`src/hdl/command_line_argument_tokenizer_top_assert.svh`:
```
// assertion macros for the argument tokenizer top level
// depends on nothing; included by command_line_argument_tokenizer_top
`ifndef COMMAND_LINE_ARGUMENT_TOKENIZER_TOP_ASSERT_SVH
`define COMMAND_LINE_ARGUMENT_TOKENIZER_TOP_ASSERT_SVH
`ifndef SYNTHESIS
`define CLAT_ASSERT_NOW(lbl, clk, rst_n, ante, cons) \
  lbl: assert property (@(posedge clk) disable iff (!rst_n) (ante) |-> (cons)) \
    else $error("tokenizer assertion failed");
`define CLAT_ASSERT_NEXT(lbl, clk, rst_n, ante, cons) \
  lbl: assert property (@(posedge clk) disable iff (!rst_n) (ante) |=> (cons)) \
    else $error("tokenizer assertion failed");
`else
`define CLAT_ASSERT_NOW(lbl, clk, rst_n, ante, cons)
`define CLAT_ASSERT_NEXT(lbl, clk, rst_n, ante, cons)
`endif
`endif

```
`src/hdl/clat_pkg.sv`:
```
// shared types and constants of the argument tokenizer
// no dependencies
package clat_pkg;

  localparam int PEND_W = 6;

  localparam logic [7:0] CH_BSLASH = 8'h5C;
  localparam logic [7:0] CH_QUOTE  = 8'h22;
  localparam logic [7:0] CH_HASH   = 8'h23;
  localparam logic [7:0] CH_LF     = 8'h0A;
  localparam logic [7:0] CH_CR     = 8'h0D;
  localparam logic [7:0] CH_SPACE  = 8'h20;
  localparam logic [7:0] CH_TAB    = 8'h09;

  localparam logic KIND_CHAR = 1'b0;
  localparam logic KIND_MARK = 1'b1;

  typedef enum logic [1:0] {
    MODE_BETWEEN = 2'd0,
    MODE_WORD    = 2'd1,
    MODE_QUOTE   = 2'd2,
    MODE_COMMENT = 2'd3
  } mode_t;

  typedef struct packed {
    logic load;
    logic dec;
    logic sel_tail;
  } clat_cmd_t;

  typedef struct packed {
    logic job_bs_nz;
    logic job_tail;
    logic cnt_one;
    logic tail_pend;
  } clat_sts_t;

endpackage

```
`src/hdl/clat_ctrl.sv`:
```
// tokenizer controller: input acceptance and result sequencing
// depends on clat_pkg
module clat_ctrl import clat_pkg::*; (
  input  logic      clk,
  input  logic      rst_n,
  input  logic      in_valid,
  output logic      in_ready,
  output logic      out_valid,
  input  logic      out_ready,
  input  clat_sts_t sts,
  output clat_cmd_t cmd
);

  typedef enum logic [2:0] {
    S_IDLE  = 3'b001,
    S_FLUSH = 3'b010,
    S_TAIL  = 3'b100
  } state_t;

  state_t state_r, state_nxt;

  assign in_ready     = (state_r == S_IDLE);
  assign out_valid    = (state_r == S_FLUSH) || (state_r == S_TAIL);
  assign cmd.load     = in_valid && in_ready;
  assign cmd.dec      = (state_r == S_FLUSH) && out_ready;
  assign cmd.sel_tail = (state_r == S_TAIL);

  always_comb begin
    state_nxt = state_r;
    unique case (state_r)
      S_IDLE: begin
        if (cmd.load) begin
          if (sts.job_bs_nz) state_nxt = S_FLUSH;
          else if (sts.job_tail) state_nxt = S_TAIL;
        end
      end
      S_FLUSH: begin
        if (out_ready && sts.cnt_one) state_nxt = sts.tail_pend ? S_TAIL : S_IDLE;
      end
      S_TAIL: begin
        if (out_ready) state_nxt = S_IDLE;
      end
      default: state_nxt = S_IDLE;
    endcase
  end

  always_ff @(posedge clk) begin
    if (!rst_n) state_r <= S_IDLE;
    else state_r <= state_nxt;
  end

endmodule

```
`src/hdl/clat_dp.sv`:
```
// tokenizer datapath: scan state, byte decode and pending result registers
// depends on clat_pkg
module clat_dp import clat_pkg::*; #(
  parameter int MAX_PENDING = 32
) (
  input  logic       clk,
  input  logic       rst_n,
  input  logic [7:0] in_text_byte,
  input  logic       in_end_of_text,
  input  clat_cmd_t  cmd,
  output clat_sts_t  sts,
  output logic       out_kind,
  output logic [7:0] out_byte,
  output logic       out_last,
  output logic       out_overflow
);

  localparam logic [PEND_W-1:0] MAXP = PEND_W'(MAX_PENDING);

  mode_t             mode_r, mode_nxt;
  logic [PEND_W-1:0] pend_r, pend_nxt;
  logic              ne_r, ne_nxt;
  logic              ovf_r, ovf_nxt;

  logic [PEND_W-1:0] cnt_r, job_cnt;
  logic              tail_r, job_tail;
  logic              kind_r, job_kind;
  logic [7:0]        byte_r, job_byte;
  logic              jovf_r;

  logic is_ws, is_q, is_hash, is_bs, is_lf, is_cr;

  assign is_ws   = (in_text_byte == CH_SPACE) ||
                   ((in_text_byte >= CH_TAB) && (in_text_byte <= CH_CR));
  assign is_q    = (in_text_byte == CH_QUOTE);
  assign is_hash = (in_text_byte == CH_HASH);
  assign is_bs   = (in_text_byte == CH_BSLASH);
  assign is_lf   = (in_text_byte == CH_LF);
  assign is_cr   = (in_text_byte == CH_CR);

  always_comb begin
    mode_nxt = mode_r;
    pend_nxt = pend_r;
    ne_nxt   = ne_r;
    ovf_nxt  = ovf_r;
    job_cnt  = '0;
    job_tail = 1'b0;
    job_kind = KIND_CHAR;
    job_byte = in_text_byte;
    if (in_end_of_text || ((mode_r == MODE_BETWEEN || mode_r == MODE_WORD) && is_ws) ||
        (mode_r == MODE_QUOTE && is_lf)) begin
      // end of argument
      if (ne_r || (pend_r != '0)) begin
        job_cnt  = pend_r;
        job_tail = 1'b1;
        job_kind = KIND_MARK;
        job_byte = '0;
      end
      pend_nxt = '0;
      ne_nxt   = 1'b0;
      ovf_nxt  = 1'b0;
      mode_nxt = MODE_BETWEEN;
    end else begin
      unique case (mode_r)
        MODE_BETWEEN, MODE_WORD: begin
          if (is_q) begin
            if (pend_r[0]) begin
              job_cnt  = pend_r >> 1;
              job_tail = 1'b1;
              pend_nxt = '0;
              ne_nxt   = 1'b1;
              mode_nxt = MODE_BETWEEN;
            end else begin
              pend_nxt = pend_r >> 1;
              mode_nxt = MODE_QUOTE;
            end
          end else if (is_hash && mode_r == MODE_BETWEEN) begin
            mode_nxt = MODE_COMMENT;
          end else if (is_bs) begin
            if (pend_r >= MAXP) ovf_nxt = 1'b1;
            else pend_nxt = pend_r + PEND_W'(1);
            mode_nxt = MODE_WORD;
          end else begin
            job_cnt  = pend_r;
            job_tail = 1'b1;
            pend_nxt = '0;
            ne_nxt   = 1'b1;
            mode_nxt = MODE_WORD;
          end
        end
        MODE_QUOTE: begin
          if (is_q) begin
            if (pend_r[0]) begin
              job_cnt  = pend_r >> 1;
              job_tail = 1'b1;
              pend_nxt = '0;
              ne_nxt   = 1'b1;
            end else begin
              pend_nxt = pend_r >> 1;
              mode_nxt = MODE_BETWEEN;
            end
          end else if (is_cr) begin
            // dropped inside quotes
          end else if (is_bs) begin
            if (pend_r >= MAXP) ovf_nxt = 1'b1;
            else pend_nxt = pend_r + PEND_W'(1);
          end else begin
            job_cnt  = pend_r;
            job_tail = 1'b1;
            pend_nxt = '0;
            ne_nxt   = 1'b1;
          end
        end
        MODE_COMMENT: begin
          if (is_lf || is_cr) mode_nxt = MODE_BETWEEN;
        end
        default: mode_nxt = MODE_BETWEEN;
      endcase
    end
  end

  always_ff @(posedge clk) begin
    if (!rst_n) begin
      mode_r <= MODE_BETWEEN;
      pend_r <= '0;
      ne_r   <= 1'b0;
      ovf_r  <= 1'b0;
      cnt_r  <= '0;
      tail_r <= 1'b0;
    end else if (cmd.load) begin
      mode_r <= mode_nxt;
      pend_r <= pend_nxt;
      ne_r   <= ne_nxt;
      ovf_r  <= ovf_nxt;
      cnt_r  <= job_cnt;
      tail_r <= job_tail;
    end else if (cmd.dec) begin
      cnt_r <= cnt_r - PEND_W'(1);
    end
  end

  always_ff @(posedge clk) begin
    if (cmd.load) begin
      kind_r <= job_kind;
      byte_r <= job_byte;
      jovf_r <= ovf_r;
    end
  end

  assign sts.job_bs_nz = (job_cnt != '0);
  assign sts.job_tail  = job_tail;
  assign sts.cnt_one   = (cnt_r == PEND_W'(1));
  assign sts.tail_pend = tail_r;

  assign out_kind     = cmd.sel_tail ? kind_r : KIND_CHAR;
  assign out_byte     = cmd.sel_tail ? byte_r : CH_BSLASH;
  assign out_last     = cmd.sel_tail || (sts.cnt_one && !tail_r);
  assign out_overflow = jovf_r;

endmodule

```
`src/hdl/command_line_argument_tokenizer_top.sv`:
```
// argument tokenizer: one text byte in, zero or more argument results out
// a byte with no results only updates the scan state; a byte with k results, k up to MAX_PENDING+1,
// gives them at one per cycle while out_ready is high, from the cycle after the transfer
// the result sequencer handles one byte at a time; the next byte is taken after the last
// result transfer; synchronous active-low reset returns to between-tokens, nothing held
module command_line_argument_tokenizer_top import clat_pkg::*; #(
  parameter int MAX_PENDING = 32
) (
  input  logic       clk,
  input  logic       rst_n,
  input  logic       in_valid,
  output logic       in_ready,
  input  logic [7:0] in_text_byte,
  input  logic       in_end_of_text,
  output logic       out_valid,
  input  logic       out_ready,
  output logic       out_kind,
  output logic [7:0] out_byte,
  output logic       out_last,
  output logic       out_overflow
);

`include "command_line_argument_tokenizer_top_assert.svh"

  clat_cmd_t cmd;
  clat_sts_t sts;

  clat_ctrl u_ctrl (
    .clk       (clk),
    .rst_n     (rst_n),
    .in_valid  (in_valid),
    .in_ready  (in_ready),
    .out_valid (out_valid),
    .out_ready (out_ready),
    .sts       (sts),
    .cmd       (cmd)
  );

  clat_dp #(
    .MAX_PENDING (MAX_PENDING)
  ) u_dp (
    .clk            (clk),
    .rst_n          (rst_n),
    .in_text_byte   (in_text_byte),
    .in_end_of_text (in_end_of_text),
    .cmd            (cmd),
    .sts            (sts),
    .out_kind       (out_kind),
    .out_byte       (out_byte),
    .out_last       (out_last),
    .out_overflow   (out_overflow)
  );

  `CLAT_ASSERT_NOW(a_no_overlap, clk, rst_n, out_valid, !in_ready)
  `CLAT_ASSERT_NEXT(a_last_idle, clk, rst_n, out_valid && out_ready && out_last, in_ready)
  `CLAT_ASSERT_NOW(a_mark_last, clk, rst_n, out_valid && out_kind, out_last && (out_byte == 8'h00))
  `CLAT_ASSERT_NEXT(a_more_follow, clk, rst_n, out_valid && out_ready && !out_last, out_valid)

endmodule
```
`config.mk`:
```
export PLATFORM = sky130hd
export DESIGN_NAME = command_line_argument_tokenizer_top
export DESIGN_NICKNAME = d
export VERILOG_FILES = /design/src/hdl/clat_pkg.sv /design/src/hdl/clat_ctrl.sv /design/src/hdl/clat_dp.sv /design/src/hdl/command_line_argument_tokenizer_top.sv
export VERILOG_INCLUDE_DIRS = /design/src /design/src/hdl
export SDC_FILE = /design/constraint.sdc
export NUM_CORES = 1
export LEC_CHECK = 0
export ABC_CLOCK_PERIOD_IN_PS = 3200
export BUFFER_PORTS_ARGS = -buffer_cell sky130_fd_sc_hd__buf_2
export CAP_MARGIN = 20
export CELL_PAD_IN_SITES_DETAIL_PLACEMENT = 1
export CELL_PAD_IN_SITES_GLOBAL_PLACEMENT = 1
export CORE_ASPECT_RATIO = 1.4
export CORE_MARGIN = 8
export CORE_UTILIZATION = 43
export DETAILED_ROUTE_END_ITERATION = 10
export PLACE_DENSITY_LB_ADDON = 0.1
export SKIP_LAST_GASP = 1
export SYNTH_ARGS = -nofsm -noshare
export SYNTH_HDL_FRONTEND = slang
export SYNTH_SLANG_ARGS = --single-unit
```
`constraint.sdc`:
```
create_clock -name clk -period 3.2 [get_ports clk]
set_clock_uncertainty 0.15 [all_clocks]
set_input_delay 0.64 -clock clk [delete_from_list [all_inputs] [get_ports clk]]
set_output_delay 0.64 -clock clk [all_outputs]
set_load 0.1 [all_outputs]
```
==> results.md <==
- FILL cells: approximately 610
- PwrDens: around 700 mW/mm^2
- Fin util: about 50%
- Fin crit share: approximately 84%
- Final nets: around 290
- Syn nets: approximately 260
- Share of cells above drive strength 1: ~20%
- Iteration-0 DRC count of the detailed router: 54
- Antenna viol nets, final: 0
- Worst Max-Slew Pin Slew: ~0.76 ns
- Syn_area_per_cell: 8.48 sq um
- Die span in x: between 70 and 80 um
- Int Pwr: about 0.90 mW
- Hold Violations, Final: 0
- Core area: around 0.0047 sq mm
- Post_cts resized: 0
- Final WL: 5.93 mm
- Die area: between 0.007 and 0.008 sq mm
- Hold Path Class: register to register
- Die Y: 98.1 um
- Synth warn: 0
- CTS clock-pin slew for the worst setup and hold paths: 0.07 ns
- Final min period: 2.69 ns
- Post-Place Cell Area: roughly 0.0023 sq mm
- Worst Path Required: 3.21 ns
- CP bufs+invs: 0
- CTS Buffer Depth: 2
- Multi-input logic area: around 0.0013 sq mm
- Root Buffer: clkbuf_8
- HPWL Detailed: 4.64 mm
- CP cell instances: o21ai_1 -> a311oi_2 -> o21ai_1 -> o31a_1 -> a211oi_1 -> o21ai_1
- Slew Limit Fails: 0
- Vias/cell: 5.76
- IO Pins: 26
- Switching share of power: 45.8%
- First-pass DRT Iterations: 4
- Power share of the combinational group: around 47%
- Critical Path End Type: register
- Syn-to-layout area delta: 14.8%
- Diode count: 0
- Sequential Power Share: a little over a third
- DR WL/cell: between 15 and 20 um
- Clock share of power: about 18%
- Pwr Total: 1.65 mW
- Post-synth EDFFs: 10
- Crit start category: register
- Crit path DAT: approximately 2.7 ns
- Max Clk Rate: 371 MHz
- Clock latency at the later pin of the worst-skew pair: between 0.2 and 0.3 ns
- Seq/Total Area, Yosys: about a third
- Worst stage delay on the critical path: a little over 0.7 ns
- Initial cell density of the core: 43.7%
- Tot GR Track Use: 17.3%
- Area occupied by registers: between 700 and 800 sq um
- Status: finished clean
- Crit path kind: register to register
- Hold_buf cts: 0
- CP most frequent cell: o21ai_1
- Unique cell type count in the Yosys netlist: 64
- Yosys reg bits: 30
- Vias: 1946
- Setup violators final: 0
- LEAKAGE: roughly 0.92 nW
- Port buffer count: 25
- CP max FO: 11
- Cell count after synthesis: between 200 and 250
- Total placed cells including tap cells: 330
- Synth Flop Type: dfxtp_1
- Largest net degree at the start of global routing: 20
- H-tree levels: 2
- Post-Syn Area: a little over 0.002 sq mm
- Clk sinks: 30
- Vias in the first global route: 2026
- Initial antenna violation count: 0
- Critical path's top delay family: compound AO/OA/AOI/OAI gates
- Setup TNS: 0 ns
- Critical Path Slowest Stage Cell: a311oi_2
- Rows: 30
- Setup bufs post-CTS: 0
- Asr flop ratio synth: 0%
- First-pass GRT wire length: roughly 10 mm
- Maxcap violations: 0
- Unrepaired setup endpoints after global routing: false
- Post-route design area: between 0.002 and 0.0025 sq mm
- CTS tree: built
- Rel. slew slack: 49.6%
- DRC: 0
- Peak supply drop: 0.000248 V
- GR Overflow Total: 0
- Switching power total: 0.757 mW
- Final GP Congestion: between 0.8 and 0.9
- CTS Buf Count: 5
- Fin cells: ~340
Yosys cell counts, types with 5 or more instances:
cell,count,area (sq um)
xnor2_1,6,52.6
a31oi_1,5,31.3
nand3_1,5,25.0
and2_1,17,106
clkbuf_1,9,33.8
nor3_1,11,55.1
o21ai_0,10,50.1
dfxtp_1,20,400
inv_1,13,48.8
nor2_1,18,67.6
ha_1,5,62.6
a21oi_1,11,55.1
edfxtp_1,10,300
nand2_1,22,82.6
nand2b_1,8,50.1
a211oi_1,8,60.1
registers in the layout, indices dropped and copies added (netlist names):
name,count
u_dp.cnt_r,6
u_dp.out_overflow,1
u_ctrl.state_r,3
u_dp.ovf_r,1
u_dp.byte_r,8
u_dp.ne_r,1
u_dp.kind_r,1
u_dp.pend_r,6
u_dp.mode_r,2
u_dp.tail_r,1
cell type report:
class                           instances  area share, %
Tap cell                               64           3.37
Inverter                               13           2.06
Clock buffer                            6           3.06
Multi-Input combinational cell        189           53.5
Timing Repair Buffer                   34           8.12
Clock inverter                          2          0.369
Sequential cell                        30           29.5
worst register-to-register path, stage by stage, from the launching register on:
cell	delay [ns]
dfxtp_1	0.58
o21ai_1	0.18
a311oi_2	0.72
o21ai_1	0.21
o31a_1	0.38
a211oi_1	0.28
o21ai_1	0.08
final timing paths:
path                  start           endpoint  slack, ns  cells past startpoint
max          u_dp.mode_r[1]  u_ctrl.state_r[0]       0.51                      6
min              u_dp.ovf_r  u_dp.out_overflow       0.31                      0
max reg2reg  u_dp.mode_r[1]  u_ctrl.state_r[0]       0.51                      6
min reg2reg      u_dp.ovf_r  u_dp.out_overflow       0.31                      0
cells in the final DEF (no fill, tap or decap), drive strengths merged, types with 8 or more instances in the layout:
cell type  Yosys  routed
a211oi         8       8
a21oi         11      11
and2          17      17
buf            3      34
dfxtp         20      20
edfxtp        10      10
inv           13      13
nand2         22      22
nand2b         8       8
nor2          18      18
nor3          12      12
o21ai         15      15
cell families (layout without fill, tap and decap cells):
group	count (synthesis)	in the layout	share of synthesized area, %
and+or+nand+nor	107	107	29.3
DFF	30	30	33.9
adders and majority gates	5	5	3.02
muxes	2	2	0.968
xor gates and xnor gates	7	7	2.96
AOI/OAI and AO/OA	68	68	24.9
buffers and inverters	25	55	5.02
layer usage:
layer  vias up  global-route usage, %  routed length [um]
met5         -                      0                   0
met4         0                   5.61                 139
met3        12                   2.67                 241
met2        35                   31.0                3080
met1       939                   19.6                2460
li1        960                      -                   -
power groups by stage:
| stage | Clock [mW] | Combinational (mW) | Sequential (mW) |
|---|---|---|---|
| global route | 0.311 | 0.845 | 0.599 |
| CTS | 0.300 | 0.785 | 0.584 |
| detailed placement | 0 | 0.781 | 0.593 |
| floorplan | 0 | 0.602 | 0.584 |
| global placement | 0 | 0.771 | 0.588 |
| finish | 0.293 | 0.778 | 0.584 |
per-stage QoR:
step	worst slack, ns	hold slack (ns)
detailed placement	0.218	0.277
CTS	0.513	0.310
global placement	0.268	0.274
floorplan	0.204	0.259
global route	0.279	0.324
finish	0.507	0.306
Power figures use the tool's default switching activity.
